File: src/pim_pkg.sv
`timescale 1ns / 1ps

package pim_pkg;

    localparam int KEY_W     = 16;
    localparam int OUT_W     = 8;
    localparam int CHAN_W    = 8;
    localparam int OPCODE_W  = 1;

    localparam logic [OPCODE_W-1:0] OP_LOAD = 1'b0;
    localparam logic [OPCODE_W-1:0] OP_MAP  = 1'b1;

    typedef enum logic [1:0] {
        S_IDLE,
        S_SCAN,
        S_LAST,
        S_OUT
    } t_state;

    typedef struct packed {
        logic load;
        logic scan_start;
        logic rd_en;
        logic out_load;
    } t_cmd;

    typedef struct packed {
        logic last_addr;
    } t_status;

    function automatic logic [KEY_W-1:0] make_key(
        input logic [CHAN_W-1:0] r,
        input logic [CHAN_W-1:0] g,
        input logic [CHAN_W-1:0] b,
        input logic [CHAN_W-1:0] a
    );
        return {r[7:4], g[7:4], b[7:4], a[7:4]};
    endfunction

endpackage

File: src/pim_ctrl.sv
`timescale 1ns / 1ps

module pim_ctrl (
    input  logic                               i_clk,
    input  logic                               i_rst_n,
    input  logic                               i_in_valid,
    input  logic [pim_pkg::OPCODE_W-1:0]       i_opcode,
    input  logic                               i_out_stall,
    input  pim_pkg::t_status                   i_status,
    output logic                               o_in_stall,
    output logic                               o_out_valid,
    output pim_pkg::t_cmd                      o_cmd
);

    pim_pkg::t_state r_state;
    pim_pkg::t_state n_state;
    logic            r_out_valid;
    logic            n_out_valid;
    logic            w_accept;
    logic            w_out_free;

    assign o_in_stall  = (r_state != pim_pkg::S_IDLE);
    assign w_accept    = i_in_valid && (r_state == pim_pkg::S_IDLE);
    assign w_out_free  = !r_out_valid || !i_out_stall;
    assign o_out_valid = r_out_valid;

    always_comb begin
        n_state = r_state;
        unique case (r_state)
            pim_pkg::S_IDLE: begin
                if (w_accept && (i_opcode == pim_pkg::OP_MAP)) begin
                    n_state = pim_pkg::S_SCAN;
                end
            end
            pim_pkg::S_SCAN: begin
                if (i_status.last_addr) begin
                    n_state = pim_pkg::S_LAST;
                end
            end
            pim_pkg::S_LAST: begin
                n_state = pim_pkg::S_OUT;
            end
            pim_pkg::S_OUT: begin
                if (w_out_free) begin
                    n_state = pim_pkg::S_IDLE;
                end
            end
            default: begin
                n_state = pim_pkg::S_IDLE;
            end
        endcase
    end

    always_comb begin
        o_cmd = '0;
        unique case (r_state)
            pim_pkg::S_IDLE: begin
                o_cmd.load       = w_accept && (i_opcode == pim_pkg::OP_LOAD);
                o_cmd.scan_start = w_accept && (i_opcode == pim_pkg::OP_MAP);
            end
            pim_pkg::S_SCAN: begin
                o_cmd.rd_en = 1'b1;
            end
            pim_pkg::S_LAST: begin
                o_cmd = '0;
            end
            pim_pkg::S_OUT: begin
                o_cmd.out_load = w_out_free;
            end
            default: begin
                o_cmd = '0;
            end
        endcase
    end

    always_comb begin
        n_out_valid = r_out_valid;
        if (o_cmd.out_load) begin
            n_out_valid = 1'b1;
        end else if (r_out_valid && !i_out_stall) begin
            n_out_valid = 1'b0;
        end
    end

    always_ff @(posedge i_clk) begin
        if (!i_rst_n) begin
            r_state     <= pim_pkg::S_IDLE;
            r_out_valid <= 1'b0;
        end else begin
            r_state     <= n_state;
            r_out_valid <= n_out_valid;
        end
    end

endmodule

File: config.mk
export PLATFORM = sky130hd
export DESIGN_NAME = pim_ctrl
export DESIGN_NICKNAME = d
export VERILOG_FILES = /design/src/pim_pkg.sv /design/src/pim_ctrl.sv
export SDC_FILE = /design/constraint.sdc
export NUM_CORES = 1
export LEC_CHECK = 0
export ABC_AREA = 0
export BUFFER_PORTS_ARGS = -buffer_cell sky130_fd_sc_hd__buf_4
export CAP_MARGIN = 20
export CORE_AREA = 2 2 39 41
export DETAILED_ROUTE_END_ITERATION = 16
export DIE_AREA = 0 0 41 43
export SETUP_SLACK_MARGIN = 0.05
export SLEW_MARGIN = 15
export SYNTH_ARGS = -nofsm -noshare
export SYNTH_HDL_FRONTEND = slang
export SYNTH_SLANG_ARGS = --single-unit
export TNS_END_PERCENT = 100
File: constraint.sdc
create_clock -name i_clk -period 2.6 [get_ports i_clk]
set_clock_uncertainty 0.15 [all_clocks]
set_input_delay 0.26 -clock i_clk [delete_from_list [all_inputs] [get_ports i_clk]]
set_output_delay 0.26 -clock i_clk [all_outputs]
set_load 0.05 [all_outputs]
Word level (Yosys, flattened, before mapping). Index checks and enable logic that the tools add are counted.

Order comparisons: 0. Bitwise operators: 1. $add $sub $neg: 0. Reductions and logical operators: 11. Shifts and indexed selects: 0. Multiply operators: 0. Mux-type cells: 9. Div/mod/pow operators: 0. Equal/unequal tests: 6.

Operators by type and width (count): $mux W2 (4); $pmux W2 S4 (1); $eq A2 B2 Y1 const B (2); $logic_and A1 B1 Y1 (4); $mux W1 (4); $ne A2 B2 Y1 const B (2); $reduce_bool A2 Y1 (2); $reduce_and A3 Y1 (1); $eq A2 B1 Y1 const B (1); $logic_not A1 Y1 (2); $logic_not A2 Y1 (1); $ne A2 B1 Y1 const B (1); $logic_or A1 B1 Y1 (1); $not A1 Y1 (1).

Logic and storage cells: 29. Output and inout bits: 6. Memories: 0. Memory bits (writable): 0. ROM bits: 0. Input bits: 6. Latch bits: 0. Register bits after elaboration: 3.

Depth between registers and ports, before layout. Gate-level depths: netlist of the first run.

Depth after elaboration: 5. Mapped depth: 5. Depth with buffers taken out: 5.

Worst setup path after synthesis of the first run. OpenSTA, ideal clock, no wires.

Path kind: register to output. Start: register r_state[0]. End: output o_cmd[3] in the netlist's numbering. Stages on the path, launching flop included: 5. Setup slack: 0.895 ns. Arrival time: 1.295 ns. Data required time: 2.190 ns. Cell sequence: dfxtp_1 inv_1 ha_1 nand2_1 nor2_1.

RTL lines: start, declared (RTL line pim_ctrl.sv:15) `pim_pkg::t_state r_state;`; start signal, assigned (RTL line pim_ctrl.sv:87) `r_state <= pim_pkg::S_IDLE;`; start signal, assigned (RTL line pim_ctrl.sv:90) `r_state <= n_state;`; end, declared (RTL line pim_ctrl.sv:12) `output pim_pkg::t_cmd o_cmd`.

==> metrics.csv, run 1 <==
metric,value,unit
outcome,"complete, no violations",
cp.required,2.19,ns
numCtsBuffers,3,
nets,51,
fillers,159,
viasPerCell,3.86,
p_int,0.211,mW
cts_sinks,3,
cp.arrival,1.27,ns
max_slew_margin,70.5,%
vias,216,
ys_seq_area_share,26.2,%
period_needed,1.68,ns
die_w,41,µm
synth-seq-cells,3,
endpoint,o_cmd[2],
firstDrtPassIters,4,
synthCells,26,
grt_pass1_wl,703,µm
mappedNetlistArea,229,µm²
drt-total-wl,462,µm
syn_area_per_cell,8.81,µm²
finalPower,0.414,mW
rsz0062_at_grt,no,
cts_max_level,1,
cts_setup_buffers,0,
coreArea,1380,µm²
peakVddDrop,0.290,mV
clkTransAtPathRegs,0.04,ns
die_h,43,µm
grt_max_degree,6,
powerDensity,1180,nW/µm²
place.port_buffers,11,
ys_types,15,
start_kind,register,
setup_slack,0.917,ns
overflow,0,
antenna_found_initial,0,
post-route-period-util,64.7,%
drv_cap,0,
wl_per_cell,8.25,µm
area_delta_synth_final,53.0,%
min_path_type,in2reg,
switching_power,0.203,mW
drtAntennaViolNets,0,
power_leakage,0.199,nW
antenna_cells,0,
cp-startpoint,r_state[0],
initial_core_util,16.5,%
dieArea,1760,µm²
num_rows,14,
end_kind,primary output,
seqPwrFrac,17.6,%
swShare,49.0,%
clkPwrFrac,19.9,%
drv_slew,0,
drc,0,
drt_iter0_markers,10,
critPathMaxFanout,5,
hp-start,i_rst_n,
max_freq,594,MHz
grt_pass1_vias,200,
timing.final.hold_violations,0,
syn-num-nets,36,
worst_pin_slew,0.443,ns
grt_use_total,6.21,%
fin_tns_setup,0,ns
cts-resized-gates,0,
setup_violations,0,
crit_type,reg2out,
r2r_setup_slack,0.99,ns
ys_warn_count,0,
holdWs,0.110,ns
dpl_cell_area,324,µm²
gp_congestion,0.589,
hpwl,377,µm
clock_latency,0.23,ns
drive_above_1_share,42.5,%
combPwrFrac,62.5,%
r2r-start,r_state[0],
ctsLongestPathBuffers,2,
cts-root-buf,clkbuf_4,
worstRegToRegCells,5,
r2r_end,r_state[0],
cts_hold_buf,0,
boundaryPins,12,
post-place-ws,0.977,ns
finalInstanceArea,350,µm²
cts_tree,done,
## registers in the layout (all words and copies together), names as in the netlist
signal	flops
o_out_valid	1
r_state	2
## cell families after synthesis
group	Yosys count	synth area share [%]
mux	1	4.37
simple gates	8	19.1
fa+ha+maj	4	21.9
flops	3	26.2
compound gates	4	16.9
buf+inv	6	11.5
## synthesized netlist by cell type
cell type,count,area share [%]
a222oi_1,1,4.4
mux2i_1,1,4.4
buf_4,1,3.3
nor2_1,1,1.6
inv_1,5,8.2
o21a_1,1,3.3
dfxtp_1,3,26
nand3_1,1,2.2
o211a_1,1,4.4
a221o_2,1,4.9
or2_0,1,2.7
nand2_1,3,4.9
ha_1,4,22
and2_4,1,3.8
and2b_2,1,3.8
## routing by layer
layer | global-route usage [%] | vias up | wire, µm
li1 | - | 112 | -
met2 | 8.44 | 9 | 220
met5 | 0 | - | 0
met3 | 4.71 | 0 | 39
met4 | 4.00 | 0 | 0
met1 | 6.39 | 95 | 202
## worst min-delay path by stage
stage / to / slack, ns / cells after the start
4_1_cts: o_out_valid / 0.11 / 2
5_1_grt: o_out_valid / 0.14 / 2
2_1_floorplan: o_out_valid / 0.23 / 1
3_3_place_gp: r_state[1] / 0.34 / 2
3_5_place_dp: o_out_valid / 0.36 / 2
6_report: o_out_valid / 0.11 / 2
## power by group through the flow
stage | Sequential (mW) | Combinational, mW | Clock (mW)
global route | 0.0750 | 0.280 | 0.0898
finish | 0.0729 | 0.259 | 0.0826
floorplan | 0.0738 | 0.195 | 0
global placement | 0.0725 | 0.260 | 0
detailed placement | 0.0743 | 0.262 | 0
CTS | 0.0735 | 0.263 | 0.0872
## critical path, cell delays in order, from the launching register on
cell and delay (ns):
dfxtp_1 0.37, inv_1 0.08, ha_1 0.25, nand3_1 0.11, inv_1 0.05, buf_4 0.18
## final cells by class
cell class	count	area [µm²]	share of cell area (%)
Clock buffer	4	26.3	7.50
Inverter	5	18.8	5.36
Multi-Input combinational cell	17	143	40.7
Sequential cell	3	60.1	17.1
Tap cell	16	20.0	5.71
Timing Repair Buffer	11	82.6	23.6
## cell usage in the layout (no fill, tap or decap)
cell,Yosys,layout
ha_1,4,4
clkbuf_1,0,1
nand2_1,3,3
inv_1,5,5
and2b_2,1,1
dfxtp_1,3,3
buf_4,1,11
mux2i_1,1,1
o21a_1,1,1
and2_4,1,1
nand3_1,1,1
o211a_1,1,1
a221o_2,1,1
a222oi_1,1,1
clkbuf_4,0,3
or2_0,1,1
nor2_1,1,1
## stage by stage
step / std cells / utilization (%)
6_report: 56 / 25.3
5_1_grt: 56 / 25.3
4_1_cts: 56 / 25.3
3_5_place_dp: 52 / 23.4
3_3_place_gp: 52 / 23.4
2_1_floorplan: 26 / -
Power figures use the tool's default switching activity.
==> inputs of run 2 (changes only) <==
- clock period: 2.6 -> 1.5 ns (I/O delays scaled with it)
==> metrics.csv, run 2 (synthesis gave the netlist of run 1 again) <==
metric,value,unit,change
power_leakage,0.237,nW,was 0.199 nW
post-route-period-util,101,%,
path_cells,ha_4 -> buf_6 -> and2b_2 -> buf_8,,was inv_1 -> ha_1 -> nand3_1 -> inv_1 -> buf_4
cpLargestDelayFamily,flip-flops,,unchanged
max_slew_margin,81.4,%,was 70.5%
period_needed,1.52,ns,
rsz0062_at_grt,yes,,was no
ctsLongestPathBuffers,2,,unchanged
numCtsBuffers,3,,unchanged
fillers,148,,was 159
setup_violations,1,,was 0
area_delta_synth_final,118,%,was 53.0%
worstRegToRegCells,5,,unchanged
drive_above_1_share,76.1,%,was 42.5%
drt_iter0_markers,2,,was 10
drc,0,,unchanged
p_int,0.553,mW,was 0.211 mW
coreArea,1380,µm²,unchanged
seqPwrFrac,16.9,%,was 17.6%
start_kind,register,,unchanged
switching_power,0.439,mW,was 0.203 mW
drtAntennaViolNets,0,,unchanged
boundaryPins,12,,unchanged
regMostFlops,r_state,,unchanged
cp_slowest_cell,dfxtp_4,,was dfxtp_1
peakVddDrop,0.522,mV,was 0.290 mV
grt_pass1_wl,952,µm,was 703 µm
r2r_setup_slack,0.02,ns,was 0.99 ns
powerDensity,1990,nW/µm²,was 1180 nW/µm²
firstDrtPassIters,6,,was 4
hpwl,415,µm,was 377 µm
clock_latency,0.23,ns,about the same
finalPower,0.993,mW,was 0.414 mW
min_path_type,in2reg,,unchanged
die_w,41,µm,unchanged
final_common_cell,buf_4,,unchanged
grt_pass1_vias,260,,was 200
combPwrFrac,68.8,%,was 62.5%
cts_tree,done,,unchanged
place.port_buffers,11,,unchanged
crit_type,reg2out,,unchanged
violations,negative setup slack,,
largest_reg_flops,2,,unchanged
vias,251,,was 216
worst_pin_slew,0.279,ns,was 0.443 ns
crit_cells,4,,was 5
drv_slew,0,,unchanged
critPathMaxFanout,4,,was 5
timing.final.hold_violations,0,,unchanged
die_h,43,µm,unchanged
max_stage_delay,0.37,ns,about the same
num_rows,14,,unchanged
cts_sinks,3,,unchanged
overflow,0,,unchanged
grt_use_total,8.52,%,was 6.21%
crit_buf_inv,2,,was 3
viasPerCell,4.05,,was 3.86
dieArea,1760,µm²,unchanged
setup_slack,-0.0195,ns,was 0.917 ns
cts_max_level,1,,unchanged
max_freq,658,MHz,
initial_core_util,16.5,%,unchanged
cp.arrival,1.22,ns,was 1.27 ns
grt_max_degree,6,,unchanged
end_kind,primary output,,unchanged
fin_tns_setup,-0.0195,ns,was 0 ns
outcome,"complete, but fails checks",,"was complete, no violations"
gp_congestion,0.617,,was 0.589
clkTransAtPathRegs,0.04,ns,about the same
wl_per_cell,9.10,µm,was 8.25 µm
layout_common_cells,"buf_4, buf_6",,"was buf_4, inv_1, ha_1"
cts-root-buf,clkbuf_4,,unchanged
antenna_found_initial,0,,unchanged
clkPwrFrac,14.2,%,was 19.9%
nets,57,,was 51
cp.required,1.20,ns,was 2.19 ns
drv_cap,0,,unchanged
drt-total-wl,564,µm,was 462 µm
holdPathStages,3,,was 2
antenna_cells,0,,unchanged
swShare,44.2,%,was 49.0%
[run 2: cell count changes in the layout (fill, tap and decap cells not counted), moves of 2 or more]
cell,change
buf_4,-2
buf_6,+4
buf_8,+3
dfxtp_1,-3
dfxtp_4,+2
ha_1,-4
ha_4,+3
inv_1,-4
inv_4,+3
[run 2: power by group through the flow]
stage / sequential [mW] / combinational, mW / clock, mW
after CTS: 0.168 / 0.575 / 0.148
after detailed placement: 0.149 / 0.506 / 0
final: 0.168 / 0.683 / 0.141
after global placement: 0.146 / 0.499 / 0
after floorplan: 0.148 / 0.372 / 0
after global routing: 0.174 / 0.730 / 0.162
[run 2: layer usage]
| layer | share of wire (%) | track usage [%] |
|---|---|---|
| met1 | 38 | 7.03 |
| met5 | 0 | 0 |
| met3 | 6.9 | 6.28 |
| met4 | 0 | 6.00 |
| met2 | 54 | 13.1 |
[run 2: cell type report]
| class | instances | area, µm² | share of cell area, % |
|---|---|---|---|
| Timing Repair Buffer | 17 | 168 | 33.6 |
| Sequential cell | 3 | 68.8 | 13.8 |
| Multi-Input combinational cell | 17 | 190 | 38.1 |
| Tap cell | 16 | 20.0 | 4.01 |
| Inverter | 5 | 26.3 | 5.26 |
| Clock buffer | 4 | 26.3 | 5.26 |
[run 2: through the flow]
stage	hold WS, ns	instance area [µm²]	util (%)	instances	worst slack (ns)
global placement	0.239	363	26.2	54	-0.00990
CTS	0.112	467	33.7	61	-0.0191
floorplan	0.117	253	-	26	0.0376
global route	0.135	499	36.1	62	-0.0955
detailed placement	0.240	363	26.2	54	-0.0378
finish	0.122	499	36.1	62	-0.0195
[run 2: tightest hold or removal path: cells and delay by family]
| kind | cells | cell delay [ns] |
|---|---|---|
| AO/OA/AOI/OAI | 1 | 0.10 |
| buffers and inverters | 1 | 0.08 |
| AND/OR/NAND/NOR | 1 | 0.15 |
[run 2: final timing paths]
check,from,endpoint
worst min register to register,r_state[1],r_state[1]
worst min-delay path,i_out_stall,o_out_valid
worst max-delay path,r_state[0],o_cmd[0]
worst max register to register,r_state[0],r_state[0]
[run 2: timing repair]
action / in CTS / in global routing
hold buffers: 1 / 0
pin swaps: 6 / 3
cloned: 0 / 0
setup endpoints to repair: 5 / 6
endpoints found under the hold margin: 1 / 0
setup buffers: 2 / 1
gates resized for setup: 12 / 9
==> inputs of run 3 (changes only) <==
- clock period: 1.5 -> 1.2 ns (I/O delays scaled with it)
==> metrics.csv, run 3 (synthesis gave the netlist of run 1 again) <==
metric,value,unit,change
outcome,"complete, but fails checks",,unchanged
violations,negative setup slack,,unchanged
crit_type,reg2out,,unchanged
grt.busiest_layer,met2,,unchanged
hpwl,458,µm,was 415 µm
grt_use_total,9.92,%,was 8.52%
largest_reg_flops,2,,unchanged
initial_core_util,16.5,%,unchanged
cp.required,0.93,ns,was 1.20 ns
rsz0062_at_grt,yes,,unchanged
worst_pin_slew,0.296,ns,was 0.279 ns
holdPathStages,4,,was 3
setup_violations,7,,was 1
hp-start,i_out_stall,,unchanged
numCtsBuffers,3,,unchanged
drc,0,,unchanged
cts_setup_buffers,0,,was 2
vias,261,,was 251
crit_cells,6,,was 4
grt_use_met2,15.6,%,was 13.1%
layout.cells.non_filler,64,,was 62
drv_cap,0,,unchanged
timing.final.hold_violations,0,,unchanged
drt_iter0_markers,6,,was 2
drive_above_1_share,79.2,%,was 76.1%
nets,59,,was 57
coreArea,1380,µm²,unchanged
antenna_cells,0,,unchanged
cpLargestDelayFamily,flip-flops,,unchanged
firstDrtPassIters,4,,was 6
path_cells,inv_4 -> ha_4 -> nand3_2 -> buf_6 -> clkinvlp_4 -> buf_8,,was ha_4 -> buf_6 -> and2b_2 -> buf_8
cts_max_level,1,,unchanged
cp-startpoint,r_state[0],,unchanged
setup_slack,-0.305,ns,was -0.0195 ns
grt_max_degree,5,,was 6
grt_util_met3,6.28,%,unchanged
cts-root-buf,clkbuf_4,,unchanged
max_freq,665,MHz,
drv_slew,0,,unchanged
gp_congestion,0.678,,was 0.617
regMostFlops,r_state,,unchanged
final_util,38.8,%,was 36.1%
boundaryPins,12,,unchanged
cts_tree,done,,unchanged
end_kind,primary output,,unchanged
grt_pass1_vias,294,,was 260
peakVddDrop,0.785,mV,was 0.522 mV
dieArea,1760,µm²,unchanged
ctsLongestPathBuffers,2,,unchanged
min_path_type,in2reg,,unchanged
r2r-start,r_state[1],,was r_state[0]
antenna_found_initial,0,,unchanged
die_h,43,µm,unchanged
crit_buf_inv,4,,was 2
finalPower,1.31,mW,was 0.993 mW
drt-total-wl,628,µm,was 564 µm
cts_sinks,3,,unchanged
powerDensity,2450,nW/µm²,was 1990 nW/µm²
post-route-period-util,125,%,
max_stage_delay,0.39,ns,was 0.37 ns
final_common_cell,buf_4,,unchanged
clock_latency,0.23,ns,about the same
grtUsageMet1,9.90,%,was 7.03%
max_slew_margin,80.3,%,was 81.4%
worstRegToRegCells,6,,was 5
fillers,150,,was 148
drtAntennaViolNets,0,,unchanged
start_kind,register,,unchanged
critPathMaxFanout,4,,unchanged
cp.arrival,1.23,ns,was 1.22 ns
place.port_buffers,11,,unchanged
overflow,0,,unchanged
post-place-ws,-0.293,ns,was -0.0378 ns
clkTransAtPathRegs,0.04,ns,about the same
area_delta_synth_final,134,%,was 118%
period_needed,1.50,ns,
wl_per_cell,9.81,µm,was 9.10 µm
viasPerCell,4.08,,was 4.05
num_rows,14,,unchanged
dpl.cell_count,59,,was 54
die_w,41,µm,unchanged
holdWs,0.170,ns,was 0.122 ns
layout_common_cells,"buf_4, buf_6, buf_8",,"was buf_4, buf_6"
grt_pass1_wl,1120,µm,was 952 µm
cp_slowest_cell,dfxtp_4,,unchanged
power_leakage,0.244,nW,was 0.237 nW
-- run 3: metal layers --
metal  wire [µm]  up-vias  share of wire (%)
met1         219      121                 35
met4           0        0                  0
li1            -      130                  -
met5           0        -                  0
met2         361       10                 57
met3          47        0                7.5
-- run 3: report_power, final --
part	leakage (nW)	internal [mW]	switching, mW
Combinational	0.202	0.467	0.460
Clock	0.0150	0.125	0.0546
Sequential	0.0267	0.145	0.0621
Total	0.244	0.737	0.577
-- run 3: worst register-to-register path, delay by kind of cell, from the launching register on --
| family | cells | cell delay (ns) |
|---|---|---|
| buffers and inverters | 2 | 0.26 |
| flip-flops | 1 | 0.36 |
| AND/OR/NAND/NOR | 1 | 0.08 |
| adder cells (fa/ha/maj) | 1 | 0.15 |
| multiplexers | 1 | 0.16 |
| AO/OA/AOI/OAI | 1 | 0.25 |
-- run 3: timing repair --
| action | in CTS | in global routing |
|---|---|---|
| pin swaps | 4 | 1 |
| endpoints found under the setup margin | 7 | 7 |
| resized for setup | 21 | 1 |
| hold buffers | 1 | 0 |
| endpoints found under the hold margin | 2 | 0 |
-- run 3: final timing paths --
| check | endpoint | slack [ns] |
|---|---|---|
| max reg2reg | r_state[1] | -0.28 |
| max | o_cmd[2] | -0.30 |
| min | o_out_valid | 0.17 |
| min reg2reg | r_state[0] | 0.43 |
-- run 3: metrics by stage --
stage,TNS [ns],area [µm²]
after detailed placement,-0.974,417
after global placement,-0.897,417
after floorplan,-0.547,273
final,-1.82,537
after CTS,-1.84,534
after global routing,-2.19,537
-- run 3: final cells by class --
| cell class | count | area, µm² | area share (%) |
|---|---|---|---|
| Clock buffer | 4 | 26.3 | 4.90 |
| Inverter | 5 | 27.5 | 5.13 |
| Multi-Input combinational cell | 17 | 198 | 36.8 |
| Sequential cell | 3 | 71.3 | 13.3 |
| Tap cell | 16 | 20.0 | 3.73 |
| Timing Repair Buffer | 19 | 194 | 36.1 |
